===== src/design/mpffl_pkg.sv =====
// ----------------------------------------------------------------------------
// mpffl_pkg
// Types, constants and register codes for the mirrored pin force loop unit.
// ----------------------------------------------------------------------------
package mpffl_pkg;

	// pin array of the left half
	localparam int HALF_COLS = 4;
	localparam int ROW_COUNT = 8;
	localparam int PIN_COUNT = HALF_COLS * ROW_COUNT;
	localparam int IDX_W     = (PIN_COUNT > 1) ? $clog2(PIN_COUNT) : 1;

	// field widths
	localparam int COL_W    = 2;
	localparam int ROW_W    = 3;
	localparam int FORCE_W  = 12;
	localparam int HEIGHT_W = 10;
	localparam int GAIN_W   = 16;
	localparam int DT_W     = 16;
	localparam int SPEED_W  = 32;
	localparam int NET_W    = 16;

	// configuration port
	localparam int CFG_ADDR_W = 3;
	localparam int CFG_DATA_W = 16;

	// datapath widths
	localparam int MUL_A_W = 17;
	localparam int MUL_B_W = 36;
	localparam int PROD_W  = MUL_A_W + MUL_B_W;
	localparam int ACC_W   = 56;
	localparam int NETQ_W  = 30;
	localparam int HSUM_W  = 36;

	// fixed constants
	localparam logic [FORCE_W-1:0]  FORCE_OFFSET = 12'd30;
	localparam logic [NETQ_W-1:0]   DEADBAND_Q8  = 30'd7680;
	localparam logic [GAIN_W-1:0]   K_KEEP       = 16'd3277;
	localparam logic [GAIN_W-1:0]   K_PUSH       = 16'd62259;
	localparam logic [GAIN_W-1:0]   K_DECAY      = 16'd61604;
	localparam logic [GAIN_W-1:0]   K_BLEND      = 16'd1966;
	localparam logic [GAIN_W-1:0]   ONE_Q8       = 16'd256;
	localparam logic [HEIGHT_W-1:0] HEIGHT_MAX   = 10'd1023;

	// register reset values
	localparam logic [GAIN_W-1:0]   LEFT_STRENGTH_RST = 16'd256;
	localparam logic [GAIN_W-1:0]   PROP_GAIN_RST     = 16'd256;
	localparam logic [GAIN_W-1:0]   DERIV_GAIN_RST    = 16'd0;
	localparam logic [HEIGHT_W-1:0] MIN_HEIGHT_RST    = 10'd0;
	localparam logic [HEIGHT_W-1:0] MAX_HEIGHT_RST    = 10'd1023;
	localparam logic [HEIGHT_W-1:0] MID_HEIGHT_RST    = 10'd512;

	typedef enum logic [CFG_ADDR_W-1:0] {
		REG_LEFT_STRENGTH = 3'd0,
		REG_PROP_GAIN     = 3'd1,
		REG_DERIV_GAIN    = 3'd2,
		REG_MIN_HEIGHT    = 3'd3,
		REG_MAX_HEIGHT    = 3'd4,
		REG_MID_HEIGHT    = 3'd5
	} cfg_reg_t;

	typedef enum logic [3:0] {
		ST_IDLE,
		ST_READ,
		ST_LF,
		ST_MF,
		ST_NET,
		ST_PD1,
		ST_PD2,
		ST_NV1,
		ST_NV2,
		ST_NVC,
		ST_DEC1,
		ST_DEC2,
		ST_DECC,
		ST_HT1,
		ST_HT2
	} state_t;

	typedef struct packed {
		logic [COL_W-1:0]    pin_col;
		logic [ROW_W-1:0]    pin_row;
		logic [FORCE_W-1:0]  local_force;
		logic [FORCE_W-1:0]  mirror_force;
		logic [HEIGHT_W-1:0] measured_height;
		logic [DT_W-1:0]     time_step;
	} mpffl_in_t;

	typedef struct packed {
		logic [HEIGHT_W-1:0] new_height;
		logic [HEIGHT_W-1:0] mirrored_height;
		logic                hit_limit;
	} mpffl_out_t;

	typedef struct packed {
		logic [SPEED_W-1:0]  speed;
		logic [NET_W-1:0]    prior;
		logic [HEIGHT_W-1:0] target;
	} pin_entry_t;

endpackage


===== src/design/mirrored_pin_force_feedback_loop_unit.sv =====
// ----------------------------------------------------------------------------
// mirrored_pin_force_feedback_loop_unit
// Per-pin force feedback update with mirrored height output.
// ----------------------------------------------------------------------------
// Usage:
//  Input channel in_valid/in_stall/in_data carries one pin transaction: pin
//  column and row, local and mirror force, measured height and time step.
//  Output channel out_valid/out_stall/out_data returns one transaction per
//  input: new height, mirrored height and the limit flag.
//  cfg_en/cfg_addr/cfg_data write the gain and height registers; write them
//  only while no transaction is in flight.
//  Each transaction is processed from acceptance to result, with extra steps
//  when the velocity smoothing path is taken; a new transaction is accepted
//  only once the sequencer is back in idle. The sequence is set by the single
//  shared 17x36 multiply-accumulate unit that the sequencer steps through the
//  force, PD, velocity and height products, after the registered state read.
//  in_stall is high whenever the sequencer is busy. A finished result sits in
//  the output register; the next transaction is accepted and processed
//  meanwhile, and the sequencer holds in its last step while out_stall keeps
//  the output register full.
//  Reset clears the configuration registers to their defaults and marks all pin state as
//  unwritten, so every pin starts at zero velocity and the reset mid height.
// ----------------------------------------------------------------------------
module mirrored_pin_force_feedback_loop_unit (
	input  logic                                 clk,
	input  logic                                 arst_n,
	input  logic                                 in_valid,
	output logic                                 in_stall,
	input  mpffl_pkg::mpffl_in_t                 in_data,
	output logic                                 out_valid,
	input  logic                                 out_stall,
	output mpffl_pkg::mpffl_out_t                out_data,
	input  logic                                 cfg_en,
	input  logic [mpffl_pkg::CFG_ADDR_W-1:0]     cfg_addr,
	input  logic [mpffl_pkg::CFG_DATA_W-1:0]     cfg_data
);
	import mpffl_pkg::*;

	// configuration registers
	logic [GAIN_W-1:0]   left_strength_q;
	logic [GAIN_W-1:0]   prop_gain_q;
	logic [GAIN_W-1:0]   deriv_gain_q;
	logic [HEIGHT_W-1:0] min_height_q;
	logic [HEIGHT_W-1:0] max_height_q;
	logic [HEIGHT_W-1:0] mid_height_q;

	// sequencer and datapath registers
	state_t                     state_q, state_d;
	mpffl_in_t                  in_q;
	logic [IDX_W-1:0]           idx_q;
	pin_entry_t                 mem_q [PIN_COUNT];
	logic [PIN_COUNT-1:0]       valid_q;
	pin_entry_t                 rd_q;
	logic                       rd_valid_q;
	logic signed [ACC_W-1:0]    acc_q;
	logic signed [NET_W-1:0]    net_q;
	logic signed [MUL_B_W-1:0]  pd_q;
	logic signed [SPEED_W-1:0]  nv_q;
	logic signed [SPEED_W-1:0]  vn_q;
	logic                       out_valid_q;
	mpffl_out_t                 out_q;

	// combinational
	logic                       accept;
	logic                       fin_fire;
	pin_entry_t                 cur;
	logic signed [SPEED_W-1:0]  v_old;
	logic signed [NET_W-1:0]    prior;
	logic [FORCE_W-1:0]         lf;
	logic [FORCE_W-1:0]         mf;
	logic signed [MUL_A_W-1:0]  mul_a;
	logic signed [MUL_B_W-1:0]  mul_b;
	logic                       acc_en;
	logic                       acc_add;
	logic signed [PROD_W-1:0]   prod;
	logic signed [ACC_W-1:0]    acc_d;
	logic [IDX_W-1:0]           idx_d;
	logic signed [NETQ_W-1:0]   net_q8;
	logic [NETQ_W-1:0]          net_mag;
	logic [NETQ_W-1:0]          net_db;
	logic [NETQ_W-9:0]          net_int;
	logic signed [NET_W-1:0]    net_d;
	logic signed [NET_W:0]      net_diff;
	logic signed [SPEED_W-1:0]  acc_sat;
	logic signed [SPEED_W:0]    nv_abs;
	logic                       take_nv;
	logic signed [SPEED_W-1:0]  dtv;
	logic signed [HEIGHT_W:0]   h_diff;
	logic signed [HSUM_W-1:0]   h_sum;
	logic signed [HSUM_W-1:0]   h_full;
	logic [HEIGHT_W-1:0]        h_new;
	logic                       h_hit;
	logic signed [HEIGHT_W+2:0] mir_s;
	logic [HEIGHT_W-1:0]        mir;

	function automatic logic [COL_W-1:0] col_wrap(input logic [COL_W-1:0] c);
		logic [COL_W-1:0] r;
		r = c;
		for (int k = 0; k < (1 << COL_W); k++) begin
			if (int'(r) >= HALF_COLS)
				r = r - COL_W'(HALF_COLS);
		end
		return r;
	endfunction

	function automatic logic [ROW_W-1:0] row_wrap(input logic [ROW_W-1:0] c);
		logic [ROW_W-1:0] r;
		r = c;
		for (int k = 0; k < (1 << ROW_W); k++) begin
			if (int'(r) >= ROW_COUNT)
				r = r - ROW_W'(ROW_COUNT);
		end
		return r;
	endfunction

	// floor shift by 16 and saturate to the signed 32-bit range
	function automatic logic signed [SPEED_W-1:0] sat_shift(
		input logic signed [ACC_W-1:0] a);
		logic [ACC_W-17:0] s;
		s = a[ACC_W-1:16];
		if (s[ACC_W-17:SPEED_W-1] == '0 || s[ACC_W-17:SPEED_W-1] == '1)
			return $signed(s[SPEED_W-1:0]);
		else if (s[ACC_W-17])
			return $signed({1'b1, {(SPEED_W-1){1'b0}}});
		else
			return $signed({1'b0, {(SPEED_W-1){1'b1}}});
	endfunction

	assign accept    = in_valid && !in_stall;
	assign in_stall  = (state_q != ST_IDLE);
	assign out_valid = out_valid_q;
	assign out_data  = out_q;
	assign fin_fire  = (state_q == ST_HT2) && (!out_valid_q || !out_stall);

	// configuration writes
	always_ff @(posedge clk or negedge arst_n) begin
		if (!arst_n) begin
			left_strength_q <= LEFT_STRENGTH_RST;
			prop_gain_q     <= PROP_GAIN_RST;
			deriv_gain_q    <= DERIV_GAIN_RST;
			min_height_q    <= MIN_HEIGHT_RST;
			max_height_q    <= MAX_HEIGHT_RST;
			mid_height_q    <= MID_HEIGHT_RST;
		end else if (cfg_en) begin
			case (cfg_addr)
				REG_LEFT_STRENGTH: left_strength_q <= cfg_data[GAIN_W-1:0];
				REG_PROP_GAIN:     prop_gain_q     <= cfg_data[GAIN_W-1:0];
				REG_DERIV_GAIN:    deriv_gain_q    <= cfg_data[GAIN_W-1:0];
				REG_MIN_HEIGHT:    min_height_q    <= cfg_data[HEIGHT_W-1:0];
				REG_MAX_HEIGHT:    max_height_q    <= cfg_data[HEIGHT_W-1:0];
				REG_MID_HEIGHT:    mid_height_q    <= cfg_data[HEIGHT_W-1:0];
				default: ;
			endcase
		end
	end

	// pin index
	assign idx_d = IDX_W'(int'(col_wrap(in_data.pin_col)) * ROW_COUNT
		+ int'(row_wrap(in_data.pin_row)));

	// current pin state, unwritten pins read as reset values
	always_comb begin
		if (rd_valid_q) begin
			cur = rd_q;
		end else begin
			cur.speed  = '0;
			cur.prior  = '0;
			cur.target = MID_HEIGHT_RST;
		end
	end
	assign v_old = $signed(cur.speed);
	assign prior = $signed(cur.prior);

	assign lf = (in_q.local_force > FORCE_OFFSET) ? in_q.local_force - FORCE_OFFSET : '0;
	assign mf = (in_q.mirror_force > FORCE_OFFSET) ? in_q.mirror_force - FORCE_OFFSET : '0;

	// net force: deadband, truncate toward zero, saturate
	always_comb begin
		net_q8  = acc_q[NETQ_W-1:0];
		net_mag = net_q8[NETQ_W-1] ? NETQ_W'(-net_q8) : NETQ_W'(net_q8);
		net_db  = (net_mag > DEADBAND_Q8) ? net_mag - DEADBAND_Q8 : '0;
		net_int = net_db[NETQ_W-1:8];
		if (net_q8[NETQ_W-1]) begin
			if (net_int > (NETQ_W-8)'(32768))
				net_d = $signed({1'b1, {(NET_W-1){1'b0}}});
			else
				net_d = NET_W'(-$signed({1'b0, net_int}));
		end else begin
			if (net_int > (NETQ_W-8)'(32767))
				net_d = $signed({1'b0, {(NET_W-1){1'b1}}});
			else
				net_d = $signed(net_int[NET_W-1:0]);
		end
	end

	assign net_diff = {net_q[NET_W-1], net_q} - {prior[NET_W-1], prior};
	assign acc_sat  = sat_shift(acc_q);
	assign nv_abs   = nv_q[SPEED_W-1] ? -{nv_q[SPEED_W-1], nv_q} : {nv_q[SPEED_W-1], nv_q};
	assign take_nv  = nv_abs < $signed({v_old[SPEED_W-1], v_old});

	// height update, clamp and mirrored height
	always_comb begin
		dtv    = $signed(acc_q[SPEED_W+15:16]);
		h_diff = $signed({1'b0, in_q.measured_height}) - $signed({1'b0, cur.target});
		h_sum  = ({{(HSUM_W-HEIGHT_W-1){h_diff[HEIGHT_W]}}, h_diff} <<< 8)
			+ ({{(HSUM_W-HEIGHT_W-1){h_diff[HEIGHT_W]}}, h_diff} <<< 7)
			+ $signed({{(HSUM_W-HEIGHT_W-8){1'b0}}, cur.target, 8'd0})
			+ {{(HSUM_W-SPEED_W){dtv[SPEED_W-1]}}, dtv};
		h_full = h_sum >>> 8;
		h_hit  = 1'b0;
		if (h_full < $signed({{(HSUM_W-HEIGHT_W){1'b0}}, min_height_q})) begin
			h_full = $signed({{(HSUM_W-HEIGHT_W){1'b0}}, min_height_q});
			h_hit  = 1'b1;
		end
		if (h_full > $signed({{(HSUM_W-HEIGHT_W){1'b0}}, max_height_q})) begin
			h_full = $signed({{(HSUM_W-HEIGHT_W){1'b0}}, max_height_q});
			h_hit  = 1'b1;
		end
		h_new  = h_full[HEIGHT_W-1:0];
		mir_s = $signed({2'b00, mid_height_q, 1'b0}) - $signed({3'b000, h_new});
		if (mir_s < 0)
			mir = '0;
		else if (mir_s > $signed({3'b000, HEIGHT_MAX}))
			mir = HEIGHT_MAX;
		else
			mir = mir_s[HEIGHT_W-1:0];
	end

	// next state
	always_comb begin
		state_d = state_q;
		case (state_q)
			ST_IDLE: if (in_valid) state_d = ST_READ;
			ST_READ: state_d = ST_LF;
			ST_LF:   state_d = ST_MF;
			ST_MF:   state_d = ST_NET;
			ST_NET:  state_d = ST_PD1;
			ST_PD1:  state_d = ST_PD2;
			ST_PD2:  state_d = ST_NV1;
			ST_NV1:  state_d = ST_NV2;
			ST_NV2:  state_d = ST_NVC;
			ST_NVC:  state_d = ST_DEC1;
			ST_DEC1: state_d = take_nv ? ST_HT1 : ST_DEC2;
			ST_DEC2: state_d = ST_DECC;
			ST_DECC: state_d = ST_HT1;
			ST_HT1:  state_d = ST_HT2;
			ST_HT2:  if (fin_fire) state_d = ST_IDLE;
			default: state_d = ST_IDLE;
		endcase
	end

	// shared multiplier operands per step
	always_comb begin
		mul_a   = '0;
		mul_b   = '0;
		acc_en  = 1'b0;
		acc_add = 1'b0;
		case (state_q)
			ST_LF: begin
				mul_a  = $signed({1'b0, left_strength_q});
				mul_b  = $signed({{(MUL_B_W-FORCE_W){1'b0}}, lf});
				acc_en = 1'b1;
			end
			ST_MF: begin
				mul_a   = $signed({1'b0, ONE_Q8});
				mul_b   = -$signed({{(MUL_B_W-FORCE_W){1'b0}}, mf});
				acc_en  = 1'b1;
				acc_add = 1'b1;
			end
			ST_PD1: begin
				mul_a  = $signed({1'b0, prop_gain_q});
				mul_b  = {{(MUL_B_W-NET_W){net_q[NET_W-1]}}, net_q};
				acc_en = 1'b1;
			end
			ST_PD2: begin
				mul_a   = $signed({1'b0, deriv_gain_q});
				mul_b   = {{(MUL_B_W-NET_W-1){net_diff[NET_W]}}, net_diff};
				acc_en  = 1'b1;
				acc_add = 1'b1;
			end
			ST_NV1: begin
				mul_a  = $signed({1'b0, K_KEEP});
				mul_b  = {{(MUL_B_W-SPEED_W){v_old[SPEED_W-1]}}, v_old};
				acc_en = 1'b1;
			end
			ST_NV2: begin
				mul_a   = $signed({1'b0, K_PUSH});
				mul_b   = -pd_q;
				acc_en  = 1'b1;
				acc_add = 1'b1;
			end
			ST_DEC1: begin
				mul_a  = $signed({1'b0, K_DECAY});
				mul_b  = {{(MUL_B_W-SPEED_W){v_old[SPEED_W-1]}}, v_old};
				acc_en = 1'b1;
			end
			ST_DEC2: begin
				mul_a   = $signed({1'b0, K_BLEND});
				mul_b   = {{(MUL_B_W-SPEED_W){nv_q[SPEED_W-1]}}, nv_q};
				acc_en  = 1'b1;
				acc_add = 1'b1;
			end
			ST_HT1: begin
				mul_a  = $signed({1'b0, in_q.time_step});
				mul_b  = {{(MUL_B_W-SPEED_W){vn_q[SPEED_W-1]}}, vn_q};
				acc_en = 1'b1;
			end
			default: ;
		endcase
	end

	assign prod  = mul_a * mul_b;
	assign acc_d = acc_add ? acc_q + {{(ACC_W-PROD_W){prod[PROD_W-1]}}, prod}
		: {{(ACC_W-PROD_W){prod[PROD_W-1]}}, prod};

	// control state
	always_ff @(posedge clk or negedge arst_n) begin
		if (!arst_n) begin
			state_q     <= ST_IDLE;
			valid_q     <= '0;
			out_valid_q <= 1'b0;
		end else begin
			state_q <= state_d;
			if (fin_fire)
				valid_q[idx_q] <= 1'b1;
			if (fin_fire)
				out_valid_q <= 1'b1;
			else if (out_valid_q && !out_stall)
				out_valid_q <= 1'b0;
		end
	end

	// datapath
	always_ff @(posedge clk) begin
		if (accept) begin
			in_q  <= in_data;
			idx_q <= idx_d;
		end
		if (state_q == ST_READ) begin
			rd_q       <= mem_q[idx_q];
			rd_valid_q <= valid_q[idx_q];
		end
		if (acc_en)
			acc_q <= acc_d;
		if (state_q == ST_NET)
			net_q <= net_d;
		if (state_q == ST_NV1)
			pd_q <= acc_q[MUL_B_W-1:0];
		if (state_q == ST_NVC)
			nv_q <= acc_sat;
		if (state_q == ST_DEC1 && take_nv)
			vn_q <= nv_q;
		if (state_q == ST_DECC)
			vn_q <= acc_sat;
		if (fin_fire) begin
			mem_q[idx_q] <= '{speed: h_hit ? '0 : vn_q, prior: net_q, target: h_new};
			out_q        <= '{new_height: h_new, mirrored_height: mir, hit_limit: h_hit};
		end
	end

endmodule

===== config.mk =====
export PLATFORM = sky130hd
export DESIGN_NAME = mirrored_pin_force_feedback_loop_unit
export DESIGN_NICKNAME = d
export VERILOG_FILES = /design/src/design/mpffl_pkg.sv /design/src/design/mirrored_pin_force_feedback_loop_unit.sv
export SDC_FILE = /design/constraint.sdc
export NUM_CORES = 2
export LEC_CHECK = 0
export BUFFER_PORTS_ARGS = -buffer_cell sky130_fd_sc_hd__buf_4
export CAP_MARGIN = 0
export CORE_ASPECT_RATIO = 1.1
export CORE_MARGIN = 1.5
export CORE_UTILIZATION = 40
export CTS_CLUSTER_DIAMETER = 150
export DETAILED_ROUTE_END_ITERATION = 12
export PLACE_DENSITY = 0.51
export SYNTH_ARGS = -nofsm -noshare
export SYNTH_HDL_FRONTEND = slang
export SYNTH_SLANG_ARGS = --single-unit

===== constraint.sdc =====
create_clock -name clk -period 14.09 [get_ports clk]
set_input_delay 0.7045 -clock clk [delete_from_list [all_inputs] [get_ports clk]]
set_output_delay 0.7045 -clock clk [all_outputs]
set_load 0.05 [all_outputs]

; After elaboration in Yosys (flattened, before gate mapping)
; Memory sizes are Yosys's and may differ from the RTL's. A register that Yosys moved wholly into a read port is not among the register bits.
; Index checks and enable logic that the tools add are counted.
[word_totals]
register_bits = 364
ramBits = 1856
input_bits = 79
output_inout_bits = 23
memories = 1
[classes]
addsub = 16
n_mul = 1
n_lt_le_gt_ge = 12
n_eq_ne = 22
n_mux = 36
bitwise = 1
n_reduce_logical = 26
[mem_list]
columns = memory, depth, word_bits, rd, rd_clocked_by_memory_dff, write_ports, line_no
row1 = mem_q, 32, 58, 1, 1, 1, mirrored_pin_force_feedback_loop_unit.sv:51  ; pin_entry_t mem_q [PIN_COUNT];
[op_table]
columns = operator, count
row1 = $pmux 36 s8, 1
row2 = $mux 32, 5
row3 = $pmux 16 s9, 1
row4 = $mux 30, 2
row5 = $pmux 4 s15, 1
row6 = $mux 58, 1
row7 = $add 56x56->56, 1
row8 = $mux 56, 1
row9 = $mul 17x36->53, 1
row10 = $mux 16, 3
row11 = $gt 36x11->1, 1
row12 = $mux 36, 1
row13 = $neg 12->36, 1
row14 = $neg 36->36, 1
row15 = $add 21x32->33, 1
row16 = $lt 33x32->1, 1
row17 = $mux 33, 1
row18 = $neg 33->33, 1
row19 = $or 32x32->32, 1
row20 = $gt 30x13->1 const B, 1
row21 = $neg 30->30, 1
row22 = $sub 30x13->30 const B, 1
row23 = $eq 4x4->1 const B, 7
row24 = $lt 25x11->1, 1
row25 = 42 further kinds, 77

; Depth between registers and ports, before layout
[logic_depth]
depth_word = 12
ltp_mapped = 59
mapped_depth_nobuf = 56

; Worst setup path before layout
; OpenSTA, ideal clock, no wires.
[synth_timing]
path_type = register to register
from = register rd_valid_q
to = register acc_q[55] (data pin)
setup_ns = 0.270
arrival_time_ns = 12.237
required_ns = 13.820
path_slack_ns = 1.583
stages_incl_launch_ff = 55
path_buffers = 4
period_less_slack_ns = 12.507
cell_sequence = edfxtp_1 clkbuf_1 clkbuf_1 clkbuf_1 nand2_1 ha_1 nor2b_1 o21ai_0 a21boi_0 o21ai_0 a21oi_1 o21ai_0 a21boi_0 o21ai_0 a21boi_0 o21ai_0 a21boi_0 o21a_1 [... 19 more ...] o311ai_0 o31ai_1 a211oi_1 o41ai_1 a41oi_1 o21bai_1 a21oi_1 xnor2_1 ha_1 a21o_1 a21o_1 a221o_1 a21o_1 a21o_1 a21oi_1 and3_1 o21ai_0 xor2_1
[synth_via]
elab_chain_cells = 6
[synth_lines]
columns = element, line_no
row1 = "start, declared", mirrored_pin_force_feedback_loop_unit.sv:54  ; logic rd_valid_q;
row2 = "start signal, assigned", mirrored_pin_force_feedback_loop_unit.sv:341  ; rd_valid_q <= valid_q[idx_q];
row3 = $mux 58 *, mirrored_pin_force_feedback_loop_unit.sv:163  ; if (rd_valid_q) begin
row4 = $sub 16x16->17, mirrored_pin_force_feedback_loop_unit.sv:196  ; assign net_diff = {net_q[NET_W-1], net_q} - {prior[NET_W-1], prior};
row5 = $pmux 36 s8 *, mirrored_pin_force_feedback_loop_unit.sv:258  ; case (state_q)
row6 = $mul 17x36->53 *, mirrored_pin_force_feedback_loop_unit.sv:312  ; assign prod = mul_a * mul_b;
row7 = $add 56x56->56, mirrored_pin_force_feedback_loop_unit.sv:313  ; assign acc_d = acc_add ? acc_q + {{(ACC_W-PROD_W){prod[PROD_W-1]}}, prod}
row8 = $mux 56 *, mirrored_pin_force_feedback_loop_unit.sv:313
row9 = named net acc_d[55], mirrored_pin_force_feedback_loop_unit.sv:76  ; logic signed [ACC_W-1:0] acc_d;
row10 = "end signal, assigned", mirrored_pin_force_feedback_loop_unit.sv:344  ; acc_q <= acc_d;
row11 = "end, declared", mirrored_pin_force_feedback_loop_unit.sv:55  ; logic signed [ACC_W-1:0] acc_q;
; Mark *: on every way through the listed nets, which the timed path passes. The rest lies on a longest branch.
; A chain may end at the register's enable or synchronous reset.

; Worst setup path after layout
; Ends and elaborated chain as after synthesis.

==> out/results.tsv <==
stage	metric	value	unit
status	status	complete, no violations	
critical_path	critPathLaunchType	flip-flop	
critical_path	cp_max_fo	11	
timing	finalSetupTns	0	ps
global_route	first_global_vias	72813	
route	viasPerCell	5.77	
logic_synthesis	synth_flop_cell	edfxtp_1	
final_layout	fin_nets	9086	
timing	relSlewSlack	13.0	%
final_layout	drive_above_1_share	17.5	%
timing	fin_skew	82.1	ps
global_route	grt_max_degree	110	
die	coreArea	0.292	mm²
final_layout	fillers	25621	
clocking	cts_root_buf	clkbuf_16	
logic_synthesis	synth_edf_count	2163	
global_route	antenna_found_initial	23	
clocking	insertion_delay	930	ps
timing	max_freq	75.3	MHz
timing	fin_crit_sh	94.3	%
die	die_x	520	µm
route	drt_iter0_markers	6157	
timing	finalCriticalPeriod	13290	ps
clocking	cts.sinks	2278	
critical_path	required	14680	ps
clocking	cts.clk_slew.worst_paths	60	ps
final_layout	syn2layout_area_growth	12.8	%
timing	drv_slew	0	
final_layout	multi_input_area	0.0460	mm²
route	drt_pass1_iterations	6	
min_path	hp-class	primary input to flip-flop	
logic_synthesis	yosysWarningCount	0	
route	wl_per_cell	29.5	µm
critical_path	cp_common_cell	a21oi_1	
die	dieHeight	572	µm
global_route	grtUsageTotal	24.3	%
timing	setup_violations	0	
route	vias	70489	
logic_synthesis	synthArstFlopShare	5.05	%
route	drc	0	
global_route	gr-total-overflow	0	
die	dieArea	0.297	mm²
clocking	cts.path.max_buffers	4	
logic_synthesis	syn_avg_cell_area	14.9	µm²
critical_path	worstPathArrival	13870	ps
global_route	grt_pass1_wl	523000	µm
route	antenna_left	0	
critical_path	max_stage_delay	610	ps
logic_synthesis	ys_seq_area_share	57.7	%
critical_path	cp_slowest_cell	a211oi_1	
run	maxCapViolCount	0	
critical_path	critPathKind	flip-flop to flip-flop	
logic_synthesis	syn_inst	7887	
logic_synthesis	ys_seq_elements	2278	
die	io_pins	102	
logic_synthesis	syn_nets	8855	
place	dpl.hpwl	232000	µm
critical_path	end_kind	flip-flop	
die	row_count	208	
clocking	ctsHtreeMaxLevel	4	
logic_synthesis	synth_area	0.118	mm²
clocking	numCtsBuffers	239	
logic_synthesis	synth.distinct_cells	110	
place	routabilityCongestion	0.884	
timing	final_hold_viol_count	0	
clocking	cts_tree	done	
final_layout	ff_latch_area	0.0678	mm²
route	wl	360000	µm
die	start_util	40.2	%
timing	tightest_slew	1310	ps
timing	hold_slack	73.0	ps
place	port_buffers	101	
==> layer usage <==
layer / global-route usage (%) / vias to the layer above / routed length (µm)
met5: 0 / - / 15
met2: 40.6 / 2185 / 177000
met3: 3.79 / 500 / 21900
met1: 32.9 / 37780 / 151000
li1: - / 30022 / -
met4: 6.57 / 2 / 10500
==> synth_stat cells, types with 85 or more instances <==
cell / number / area [µm²]
a21o_1: 146 / 1100
a21oi_1: 292 / 1460
a22oi_1: 265 / 1990
clkbuf_1: 317 / 1190
dfrtp_1: 102 / 2550
edfxtp_1: 2163 / 65000
fa_1: 570 / 11400
ha_1: 319 / 3990
inv_1: 779 / 2920
mux2_2: 113 / 1270
mux4_2: 472 / 10600
nand2_1: 423 / 1590
nand4_1: 85 / 532
nor2_1: 260 / 976
nor2b_1: 87 / 544
o21ai_0: 366 / 1830
xnor2_1: 160 / 1400
xor2_1: 86 / 753
==> metrics by stage <==
stage / std cells / setup WS [ps] / utilization [%] / cell area [µm²]
2_1_floorplan: 7887 / 1580 / - / 118000
3_3_place_gp: 11713 / 65.3 / 42.5 / 124000
3_5_place_dp: 11713 / 89.1 / 42.5 / 124000
4_1_cts: 12203 / 99.6 / 45.4 / 133000
5_1_grt: 12206 / -1.95 / 45.4 / 133000
6_report: 12210 / 803 / 45.4 / 133000
==> layout by cell type (no fill, tap or decap), types with 38 or more instances in the layout <==
cell,n
or2_2,46
buf_4,320
clkinv_1,43
nand4_1,85
fa_1,570
dlygate4sd3_1,47
clkbuf_1,49
clkbuf_16,241
xor2_1,86
a21o_1,146
and2_1,56
mux4_2,472
clkinv_2,38
nor2b_1,87
nor3_1,48
dfrtp_1,102
nor2_1,217
o21ai_0,363
mux2_2,113
a21oi_1,288
edfxtp_1,2163
nand2_1,422
a22oi_1,265
nand3_1,55
inv_1,779
nor2_4,41
ha_1,319
xnor2_1,160
==> final timing paths <==
| kind | from | to | slack, ps | cells after the start |
|---|---|---|---|---|
| worst max-delay path | rd_valid_q | acc_q[55] | 800 | 53 |
| worst min-delay path | in_data[40] | in_q[40] | 70 | 1 |
| worst max register to register | rd_valid_q | acc_q[55] | 800 | 53 |
| worst min register to register | valid_q[19] | valid_q[19] | 460 | 1 |
| max in group asynchronous | arst_n | left_strength_q[15] | 12190 | 3 |
| min in group asynchronous | arst_n | valid_q[20] | 440 | 2 |
==> what timing repair did <==
action / CTS / global route
hold endpoints to repair: 96 / 0
hold buffers: 47 / 0
cloned: 0 / 0
resized for setup: 1 / 12
endpoints found under the setup margin: 1 / 14
pin swaps: 0 / 0
setup buffers: 0 / 2
==> state kept, by name, indices dropped and copies added (netlist names) <==
name and count:
valid_q 32, nv_q 32, mem_q 1856, max_height_q 10, deriv_gain_q 16, idx_q 5, min_height_q 10, out_valid 1
rd_q 58, out_data 21, acc_q 56, vn_q 32, mid_height_q 10, rd_valid_q 1, pd_q 36, left_strength_q 16
in_q 50, state_q 4, prop_gain_q 16, net_q 16
==> critical path, delay by kind of cell, from the launching register on <==
| family | cells | cell delay [ps] |
|---|---|---|
| AND/OR/NAND/NOR | 4 | 450 |
| flip-flops | 1 | 370 |
| buffers and inverters | 6 | 680 |
| adder cells (fa/ha/maj) | 10 | 4390 |
| XOR/XNOR | 3 | 450 |
| AO/OA/AOI/OAI | 30 | 6660 |
==> cells by family (layout without fill, tap and decap cells) <==
kind of cell    count (synthesis)  count (layout)  share of synthesized area (%)
compound gates               1451            1451                           8.07
xor+xnor                      248             248                           1.86
fa+ha+maj                     892             892                           13.1
buf+inv                      1165            1598                           3.74
flops                        2278            2278                           57.7
mux                           601             601                           10.3
other cells                     1               6                        0.00319
simple gates                 1251            1251                           5.27
==> area by class of cell <==
| class | count | share of cell area, % |
|---|---|---|
| Clock buffer | 299 | 4.78 |
| Multi-Input combinational cell | 4444 | 34.7 |
| Sequential cell | 2278 | 51.1 |
| Clock inverter | 144 | 1.23 |
| Inverter | 780 | 2.21 |
| Antenna cell | 5 | 0.00943 |
| Tap cell | 3885 | 3.66 |
| Timing Repair Buffer | 375 | 2.28 |
Power is left out: the tool's default activity adds up to more than one toggle a clock period on the data nets, which glitch-free logic cannot reach.
